File: src/design/sha_pkg.sv
`timescale 1ns / 1ps
// ----------------------------------------------------------------------------
// sha_pkg
// Shared types, constants and round functions of the SHA-256 engine.
// ----------------------------------------------------------------------------
package sha_pkg;

    localparam int WORD_W  = 32;
    localparam int BLOCK_W = 512;

    localparam logic OP_ABSORB = 1'b0;
    localparam logic OP_FINISH = 1'b1;

    typedef logic [WORD_W-1:0] word_t;

    typedef struct packed {
        logic       load_byte;
        logic [7:0] byte_in;
        logic       step;
    } sched_ctl_t;

    typedef struct packed {
        logic load;
        logic step;
    } round_ctl_t;

    localparam word_t [7:0] H_INIT = '{
        32'h5be0cd19, 32'h1f83d9ab, 32'h9b05688c, 32'h510e527f,
        32'ha54ff53a, 32'h3c6ef372, 32'hbb67ae85, 32'h6a09e667
    };

    function automatic word_t big_sigma0(input word_t x);
        return {x[1:0], x[31:2]} ^ {x[12:0], x[31:13]} ^ {x[21:0], x[31:22]};
    endfunction

    function automatic word_t big_sigma1(input word_t x);
        return {x[5:0], x[31:6]} ^ {x[10:0], x[31:11]} ^ {x[24:0], x[31:25]};
    endfunction

    function automatic word_t small_sigma0(input word_t x);
        return {x[6:0], x[31:7]} ^ {x[17:0], x[31:18]} ^ {3'b000, x[31:3]};
    endfunction

    function automatic word_t small_sigma1(input word_t x);
        return {x[16:0], x[31:17]} ^ {x[18:0], x[31:19]} ^ {10'd0, x[31:10]};
    endfunction

    function automatic word_t round_k(input logic [5:0] r);
        word_t k;
        case (r)
            6'd0:  k = 32'h428a2f98;  6'd1:  k = 32'h71374491;
            6'd2:  k = 32'hb5c0fbcf;  6'd3:  k = 32'he9b5dba5;
            6'd4:  k = 32'h3956c25b;  6'd5:  k = 32'h59f111f1;
            6'd6:  k = 32'h923f82a4;  6'd7:  k = 32'hab1c5ed5;
            6'd8:  k = 32'hd807aa98;  6'd9:  k = 32'h12835b01;
            6'd10: k = 32'h243185be;  6'd11: k = 32'h550c7dc3;
            6'd12: k = 32'h72be5d74;  6'd13: k = 32'h80deb1fe;
            6'd14: k = 32'h9bdc06a7;  6'd15: k = 32'hc19bf174;
            6'd16: k = 32'he49b69c1;  6'd17: k = 32'hefbe4786;
            6'd18: k = 32'h0fc19dc6;  6'd19: k = 32'h240ca1cc;
            6'd20: k = 32'h2de92c6f;  6'd21: k = 32'h4a7484aa;
            6'd22: k = 32'h5cb0a9dc;  6'd23: k = 32'h76f988da;
            6'd24: k = 32'h983e5152;  6'd25: k = 32'ha831c66d;
            6'd26: k = 32'hb00327c8;  6'd27: k = 32'hbf597fc7;
            6'd28: k = 32'hc6e00bf3;  6'd29: k = 32'hd5a79147;
            6'd30: k = 32'h06ca6351;  6'd31: k = 32'h14292967;
            6'd32: k = 32'h27b70a85;  6'd33: k = 32'h2e1b2138;
            6'd34: k = 32'h4d2c6dfc;  6'd35: k = 32'h53380d13;
            6'd36: k = 32'h650a7354;  6'd37: k = 32'h766a0abb;
            6'd38: k = 32'h81c2c92e;  6'd39: k = 32'h92722c85;
            6'd40: k = 32'ha2bfe8a1;  6'd41: k = 32'ha81a664b;
            6'd42: k = 32'hc24b8b70;  6'd43: k = 32'hc76c51a3;
            6'd44: k = 32'hd192e819;  6'd45: k = 32'hd6990624;
            6'd46: k = 32'hf40e3585;  6'd47: k = 32'h106aa070;
            6'd48: k = 32'h19a4c116;  6'd49: k = 32'h1e376c08;
            6'd50: k = 32'h2748774c;  6'd51: k = 32'h34b0bcb5;
            6'd52: k = 32'h391c0cb3;  6'd53: k = 32'h4ed8aa4a;
            6'd54: k = 32'h5b9cca4f;  6'd55: k = 32'h682e6ff3;
            6'd56: k = 32'h748f82ee;  6'd57: k = 32'h78a5636f;
            6'd58: k = 32'h84c87814;  6'd59: k = 32'h8cc70208;
            6'd60: k = 32'h90befffa;  6'd61: k = 32'ha4506ceb;
            6'd62: k = 32'hbef9a3f7;  6'd63: k = 32'hc67178f2;
            default: k = '0;
        endcase
        return k;
    endfunction

endpackage

File: src/design/sha_sched.sv
`timescale 1ns / 1ps
// ----------------------------------------------------------------------------
// sha_sched
// Block buffer and message schedule window: message and pad bytes shift in,
// schedule words shift in during the rounds.
// ----------------------------------------------------------------------------
module sha_sched (
    input  logic                clk,
    input  sha_pkg::sched_ctl_t ctl,
    output sha_pkg::word_t      w_cur
);
    import sha_pkg::*;

    logic [BLOCK_W-1:0] win_reg;
    logic [BLOCK_W-1:0] win_next;
    word_t              w_new;

    // word j of the window sits at win_reg[511-32j -: 32]
    assign w_cur = win_reg[511:480];
    assign w_new = small_sigma1(win_reg[63:32]) + win_reg[223:192]
                 + small_sigma0(win_reg[479:448]) + win_reg[511:480];

    always_comb
    begin
        win_next = win_reg;
        if (ctl.load_byte)
        begin
            win_next = {win_reg[BLOCK_W-9:0], ctl.byte_in};
        end
        else if (ctl.step)
        begin
            win_next = {win_reg[BLOCK_W-WORD_W-1:0], w_new};
        end
    end

    always_ff @(posedge clk)
    begin
        win_reg <= win_next;
    end

endmodule

File: src/design/sha_round.sv
`timescale 1ns / 1ps
// ----------------------------------------------------------------------------
// sha_round
// Working variables a..h and the shared round datapath, one round a cycle.
// ----------------------------------------------------------------------------
module sha_round (
    input  logic                  clk,
    input  sha_pkg::round_ctl_t   ctl,
    input  sha_pkg::word_t [7:0]  hash_in,
    input  sha_pkg::word_t        k,
    input  sha_pkg::word_t        w,
    output sha_pkg::word_t [7:0]  vars
);
    import sha_pkg::*;

    word_t [7:0] var_reg;
    word_t [7:0] var_next;
    word_t       t1;
    word_t       t2;

    assign t1 = var_reg[7] + big_sigma1(var_reg[4])
              + ((var_reg[4] & var_reg[5]) ^ (~var_reg[4] & var_reg[6])) + k + w;
    assign t2 = big_sigma0(var_reg[0])
              + ((var_reg[0] & var_reg[1]) ^ (var_reg[0] & var_reg[2])
                 ^ (var_reg[1] & var_reg[2]));

    always_comb
    begin
        var_next = var_reg;
        if (ctl.load)
        begin
            var_next = hash_in;
        end
        else if (ctl.step)
        begin
            var_next[7] = var_reg[6];
            var_next[6] = var_reg[5];
            var_next[5] = var_reg[4];
            var_next[4] = var_reg[3] + t1;
            var_next[3] = var_reg[2];
            var_next[2] = var_reg[1];
            var_next[1] = var_reg[0];
            var_next[0] = t1 + t2;
        end
    end

    always_ff @(posedge clk)
    begin
        var_reg <= var_next;
    end

    assign vars = var_reg;

endmodule

File: src/design/sha256_hash.sv
`timescale 1ns / 1ps
// ----------------------------------------------------------------------------
// sha256_hash
// SHA-256 over a byte stream with padding and digest output.
// ----------------------------------------------------------------------------
//  channel | signals                                   | direction
//  input   | in_valid, in_stall, opcode, msg_byte      | item in
//  output  | out_valid, out_stall, digest_word,        | eight items per
//          | word_index, last_word                     | finish
//
// An absorb item is taken in S_IDLE; the 64th byte of a block also runs the
// 64 rounds of the shared round unit (S_ROUND), then the hash add (S_ADD).
// Finish shifts pad bytes one a cycle (64 - fill, plus 64 if fill >= 56),
// runs the rounds and the hash add for each final block, then shows eight words.
// Reset loads the initial hash values and clears the counters.
// in_stall is high whenever an item is in progress; out_stall holds the word.
module sha256_hash (
    input  logic        clk,
    input  logic        rst_n,
    input  logic        in_valid,
    output logic        in_stall,
    input  logic [0:0]  opcode,
    input  logic [7:0]  msg_byte,
    output logic        out_valid,
    input  logic        out_stall,
    output logic [31:0] digest_word,
    output logic [2:0]  word_index,
    output logic        last_word
);
    import sha_pkg::*;

    localparam logic [2:0] S_IDLE  = 3'd0;
    localparam logic [2:0] S_PAD   = 3'd1;
    localparam logic [2:0] S_ROUND = 3'd2;
    localparam logic [2:0] S_ADD   = 3'd3;
    localparam logic [2:0] S_OUT   = 3'd4;

    logic [2:0]  state_reg, state_next;
    logic [5:0]  fill_reg, fill_next;
    logic [63:0] bitcnt_reg, bitcnt_next;
    logic [63:0] len_reg, len_next;
    logic [5:0]  pos_reg, pos_next;
    logic        first_reg, first_next;
    logic        final_reg, final_next;
    logic        fin_reg, fin_next;
    logic [5:0]  rnd_reg, rnd_next;
    logic [2:0]  idx_reg, idx_next;
    word_t [7:0] hash_reg, hash_next;

    sched_ctl_t  sctl;
    round_ctl_t  rctl;
    word_t       w_cur;
    word_t [7:0] vars;
    logic [2:0]  len_sel;
    logic [7:0]  pad_byte;

    sha_sched u_sched (
        .clk   (clk),
        .ctl   (sctl),
        .w_cur (w_cur)
    );

    sha_round u_round (
        .clk     (clk),
        .ctl     (rctl),
        .hash_in (hash_reg),
        .k       (round_k(rnd_reg)),
        .w       (w_cur),
        .vars    (vars)
    );

    assign len_sel = 3'd7 - pos_reg[2:0];

    always_comb
    begin
        if (first_reg)
        begin
            pad_byte = 8'h80;
        end
        else if (final_reg && (pos_reg >= 6'd56))
        begin
            pad_byte = len_reg[{len_sel, 3'b000} +: 8];
        end
        else
        begin
            pad_byte = 8'h00;
        end
    end

    always_comb
    begin
        state_next  = state_reg;
        fill_next   = fill_reg;
        bitcnt_next = bitcnt_reg;
        len_next    = len_reg;
        pos_next    = pos_reg;
        first_next  = first_reg;
        final_next  = final_reg;
        fin_next    = fin_reg;
        rnd_next    = rnd_reg;
        idx_next    = idx_reg;
        hash_next   = hash_reg;
        sctl        = '0;
        rctl        = '0;
        case (state_reg)
            S_IDLE:
            begin
                if (in_valid)
                begin
                    if (opcode == OP_ABSORB)
                    begin
                        sctl.load_byte = 1'b1;
                        sctl.byte_in   = msg_byte;
                        if (fill_reg == 6'd63)
                        begin
                            fill_next   = 6'd0;
                            bitcnt_next = bitcnt_reg + 64'd512;
                            fin_next    = 1'b0;
                            rctl.load   = 1'b1;
                            rnd_next    = 6'd0;
                            state_next  = S_ROUND;
                        end
                        else
                        begin
                            fill_next = fill_reg + 6'd1;
                        end
                    end
                    else
                    begin
                        len_next   = bitcnt_reg + {55'd0, fill_reg, 3'b000};
                        pos_next   = fill_reg;
                        first_next = 1'b1;
                        final_next = (fill_reg < 6'd56);
                        fin_next   = 1'b1;
                        state_next = S_PAD;
                    end
                end
            end
            S_PAD:
            begin
                sctl.load_byte = 1'b1;
                sctl.byte_in   = pad_byte;
                first_next     = 1'b0;
                pos_next       = pos_reg + 6'd1;
                if (pos_reg == 6'd63)
                begin
                    rctl.load  = 1'b1;
                    rnd_next   = 6'd0;
                    state_next = S_ROUND;
                end
            end
            S_ROUND:
            begin
                sctl.step = 1'b1;
                rctl.step = 1'b1;
                rnd_next  = rnd_reg + 6'd1;
                if (rnd_reg == 6'd63)
                begin
                    state_next = S_ADD;
                end
            end
            S_ADD:
            begin
                for (int i = 0; i < 8; i++)
                begin
                    hash_next[i] = hash_reg[i] + vars[i];
                end
                if (!fin_reg)
                begin
                    state_next = S_IDLE;
                end
                else if (final_reg)
                begin
                    idx_next   = 3'd0;
                    state_next = S_OUT;
                end
                else
                begin
                    // length goes in a second, zero-filled block
                    pos_next   = 6'd0;
                    first_next = 1'b0;
                    final_next = 1'b1;
                    state_next = S_PAD;
                end
            end
            S_OUT:
            begin
                if (!out_stall)
                begin
                    idx_next = idx_reg + 3'd1;
                    if (idx_reg == 3'd7)
                    begin
                        hash_next   = H_INIT;
                        fill_next   = 6'd0;
                        bitcnt_next = 64'd0;
                        state_next  = S_IDLE;
                    end
                end
            end
            default:
            begin
                state_next = S_IDLE;
            end
        endcase
    end

    always_ff @(posedge clk or negedge rst_n)
    begin
        if (!rst_n)
        begin
            state_reg  <= S_IDLE;
            fill_reg   <= 6'd0;
            bitcnt_reg <= 64'd0;
            hash_reg   <= H_INIT;
            first_reg  <= 1'b0;
            final_reg  <= 1'b0;
            fin_reg    <= 1'b0;
            rnd_reg    <= 6'd0;
            idx_reg    <= 3'd0;
            pos_reg    <= 6'd0;
        end
        else
        begin
            state_reg  <= state_next;
            fill_reg   <= fill_next;
            bitcnt_reg <= bitcnt_next;
            hash_reg   <= hash_next;
            first_reg  <= first_next;
            final_reg  <= final_next;
            fin_reg    <= fin_next;
            rnd_reg    <= rnd_next;
            idx_reg    <= idx_next;
            pos_reg    <= pos_next;
        end
    end

    always_ff @(posedge clk)
    begin
        len_reg <= len_next;
    end

    assign in_stall    = (state_reg != S_IDLE);
    assign out_valid   = (state_reg == S_OUT);
    assign digest_word = hash_reg[idx_reg];
    assign word_index  = idx_reg;
    assign last_word   = (idx_reg == 3'd7);

`ifndef NO_ASSERTIONS
    a_last_clears: assert property (@(posedge clk) disable iff (!rst_n)
        (out_valid && !out_stall && last_word) |=>
            (fill_reg == 6'd0 && bitcnt_reg == 64'd0 && state_reg == S_IDLE))
        else $error("counters not cleared after last digest word");

    a_round_end: assert property (@(posedge clk) disable iff (!rst_n)
        (state_reg == S_ROUND && rnd_reg == 6'd63) |=> (state_reg == S_ADD))
        else $error("round loop did not end after 64 rounds");

    a_block_full: assert property (@(posedge clk) disable iff (!rst_n)
        (in_valid && !in_stall && opcode == OP_ABSORB && fill_reg == 6'd63)
            |=> (state_reg == S_ROUND && rnd_reg == 6'd0))
        else $error("full block did not start compression");
`endif

endmodule

File: config.mk
export PLATFORM = sky130hd
export DESIGN_NAME = sha256_hash
export DESIGN_NICKNAME = d
export VERILOG_FILES = /design/src/design/sha_pkg.sv /design/src/design/sha_sched.sv /design/src/design/sha_round.sv /design/src/design/sha256_hash.sv
export SDC_FILE = /design/constraint.sdc
export NUM_CORES = 2
export LEC_CHECK = 0
export BUFFER_PORTS_ARGS = -buffer_cell sky130_fd_sc_hd__buf_2
export CORE_MARGIN = 10
export CORE_UTILIZATION = 70
export CTS_CLUSTER_SIZE = 12
export DETAILED_ROUTE_END_ITERATION = 6
export PLACE_DENSITY = 0.85
export SYNTH_ARGS = -nofsm -noshare
export SYNTH_HDL_FRONTEND = slang
export SYNTH_SLANG_ARGS = --single-unit
File: constraint.sdc
create_clock -name clk -period 24.2 [get_ports clk]
set_input_delay 2.42 -clock clk [delete_from_list [all_inputs] [get_ports clk]]
set_output_delay 2.42 -clock clk [all_outputs]
set_load 0.005 [all_outputs]
==> results.cfg <==
[floorplanning]
die_h_um = 353.6
dieArea_um2 = 125000
ios = 51
rows = 122
initial_core_util_pct = 70.48
core_area_um2 = 110500
die_x_um = 353.6

[hold_path]
hp-class = flop to flop

[place]
gp_congestion = 1.040
hpwlAfterDp_um = 177300
portBuffers = 50

[cts]
clk_latency_ns = 0.77
cts-root-buf = clkbuf_16
post_cts_buffers = 0
clockBufferDepth = 3
cts.sinks = 1167
hold_buffers = 0
clkTransAtPathRegs_ns = 0.06
htreeDepth = 4
cts_buffers = 131
cts_resized = 0
cts_tree = yes

[routing]
via_per_inst = 6.607
initialDrtViolationCount = 8435
ant_nets = 0
wire_per_inst_um = 25.51
firstDrtPassIters = 7
drt_wl_total_um = 247900
vias = 64200
drc_errors = 3

[timing]
rsz0062_at_grt = no
setup_viol = 0
worst_slew_pin_slew_ns = 1.299
period_minus_slack_ns = 10.24
fin_worst_skew_ns = 0.04449
slew_headroom_pct = 12.46
fmaxAchievable_ghz = 0.09767
fin_crit_sh_pct = 42.31
final.setup.tns_ns = 0
slew_viol_final = 0
final_hold_viol_count = 0

[final_layout]
syn2layout_area_growth_pct = 6.496
final_common_cell = nand2_1
drive_gt1_share_pct = 7.609
nets = 8736
largest_register_ffs = 512
mostFrequentLayoutCells = 2366 x nand2_1, 829 x edfxtp_1, 513 x o21ai_0, 471 x a21oi_1, 400 x ha_1

[yosys]
async_flop_share_pct = 28.96
ys_types = 107
synth_fa_ha_area_share_pct = 11.77
synth-seq-area-share_pct = 43.04
syn_area_um2 = 77890
syn_area_per_cell_um2 = 9.283
ys_ff_latch = 1167
yosysWarnings = 0
synthCells = 8391
synthMuxAreaShare_pct = 3.479
synth_top_family_by_area = simple AND/OR/NAND/NOR gates
synth-edff-count = 829
synth_compound_area_share_pct = 12.77
syn_nets = 9001
yosys.area_share.simple_pct = 17.90
yosys_most_used_dff = edfxtp_1
synth_xor_area_share_pct = 6.926

[setup_path]
max_stage_delay_ns = 0.96
worstSetupPathType = flop to flop
cp_max_fo = 18
cp-start-kind = flop
r2r_slack_ns = 13.96
worstPathArrival_ns = 10.72
worstPathRequired_ns = 24.68
endpoint_kind = flop
crit_path_frequent_cell = nand2_1
cp_slowest_cell = ha_1

[outcome]
violations = design-rule violations
status = complete, but fails checks

[global_routing]
grt_max_degree = 195
track_usage_pct = 38.79
antenna_found_initial = 9
grt_pass1_vias = 63020
gr-total-overflow = 0
grt_first_pass_wirelength_um = 374100

[flow_run]
maxCapViolations = 0
==> Yosys cell counts (10+ instances only) <==
master / number / share of area (%)
nand2_1: 2369 / 11
edfxtp_1: 829 / 32
o21ai_0: 515 / 3.3
clkbuf_1: 472 / 2.3
a21oi_1: 471 / 3.0
ha_1: 400 / 6.4
nor2_1: 368 / 1.8
xnor2_1: 362 / 4.1
inv_1: 335 / 1.6
xor2_1: 254 / 2.9
dfrtp_1: 202 / 6.5
fa_1: 197 / 5.1
a21o_1: 179 / 1.7
nand3_1: 146 / 0.94
dfstp_2: 136 / 4.6
nor3_1: 133 / 0.85
mux4_2: 81 / 2.3
nand2b_1: 65 / 0.52
a211oi_1: 52 / 0.50
a31oi_1: 48 / 0.39
mux2i_1: 48 / 0.62
or3_1: 44 / 0.35
o21a_1: 41 / 0.40
and3_1: 40 / 0.32
o211ai_1: 40 / 0.39
nand4_1: 38 / 0.31
mux2_2: 36 / 0.52
nor2b_1: 35 / 0.28
o21bai_1: 35 / 0.34
buf_1: 34 / 0.16
o31ai_1: 34 / 0.33
maj3_1: 22 / 0.28
and2_1: 20 / 0.16
o21ai_1: 20 / 0.13
o311ai_0: 13 / 0.15
a211o_1: 12 / 0.13
a311oi_1: 12 / 0.13
a22oi_1: 11 / 0.11
nand3b_1: 11 / 0.11
nor3b_1: 11 / 0.11
or2_2: 11 / 0.088
a2111oi_0: 10 / 0.11
and4_1: 10 / 0.11
o22a_1: 10 / 0.11
==> final cells by class <==
cell class	count	area, um^2
inverter	338	1269
clock inverter	48	620.6
tap	1488	1862
multi-input combinational	6375	41260
timing repair buffer	113	783.3
clock buffer	186	3616
fill	7570	27560
sequential	1167	33540
antenna	3	7.507
==> routing by layer <==
layer  routed length [um]  global-route usage [%]
met5                   32                       0
met2               112100                   60.75
met4                20860                   26.93
met1                87740                   47.94
met3                27120                   8.439
==> worst paths after layout <==
kind,startpoint,end,cells after the start
min,bitcnt_reg[63]$_DFFE_PN0P_,len_reg[63]$_DFFE_PP_,0
max in group asynchronous,rst_n,bitcnt_reg[19]$_DFFE_PN0P_,4
min reg2reg,bitcnt_reg[63]$_DFFE_PN0P_,len_reg[63]$_DFFE_PP_,0
max reg2reg,rnd_reg[0]$_DFFE_PN0P_,u_round.vars[29]$_DFFE_PP_,34
min in group asynchronous,rst_n,hash_reg[67]$_DFFE_PN0P_,1
max,rnd_reg[0]$_DFFE_PN0P_,u_round.vars[29]$_DFFE_PP_,34
==> logic make-up (layout without fill, tap and decap cells) <==
logic type / Yosys count / in the layout
AO/OA/AOI/OAI: 1624 / 1624
adder cells (fa/ha/maj): 619 / 619
multiplexers: 165 / 165
other: 0 / 3
AND/OR/NAND/NOR: 3351 / 3351
flip-flops: 1167 / 1167
buffers and inverters: 849 / 685
XOR/XNOR: 616 / 616
==> per-stage QoR <==
| step | util (%) | std cells | hold slack, ns | instance area (um^2) | setup slack (ns) |
|---|---|---|---|---|---|
| after global placement | 71.22 | 9481 | 0.4526 | 78710 | 14.28 |
| after global routing | 75.05 | 9715 | 0.4993 | 82940 | 13.36 |
| final | 75.06 | 9718 | 0.4818 | 82950 | 13.96 |
| after floorplan | - | 8391 | 0.4688 | 77890 | 8.801 |
| after detailed placement | 71.22 | 9481 | 0.4702 | 78710 | 14.22 |
| after CTS | 75.05 | 9715 | 0.4895 | 82940 | 14.17 |
==> worst max-delay path: cells and delay by family (launching register included) <==
| kind | cells | cell delay, ns |
|---|---|---|
| AO/OA/AOI/OAI | 13 | 3.25 |
| adder cells (fa/ha/maj) | 5 | 2.63 |
| AND/OR/NAND/NOR | 9 | 1.58 |
| buffers and inverters | 4 | 0.83 |
| flip-flops | 1 | 0.76 |
| multiplexers | 1 | 0.52 |
| XOR/XNOR | 2 | 0.36 |
Power is not shown: default switching activity piles up to over one toggle a cycle in this logic, so the estimate is an artifact.
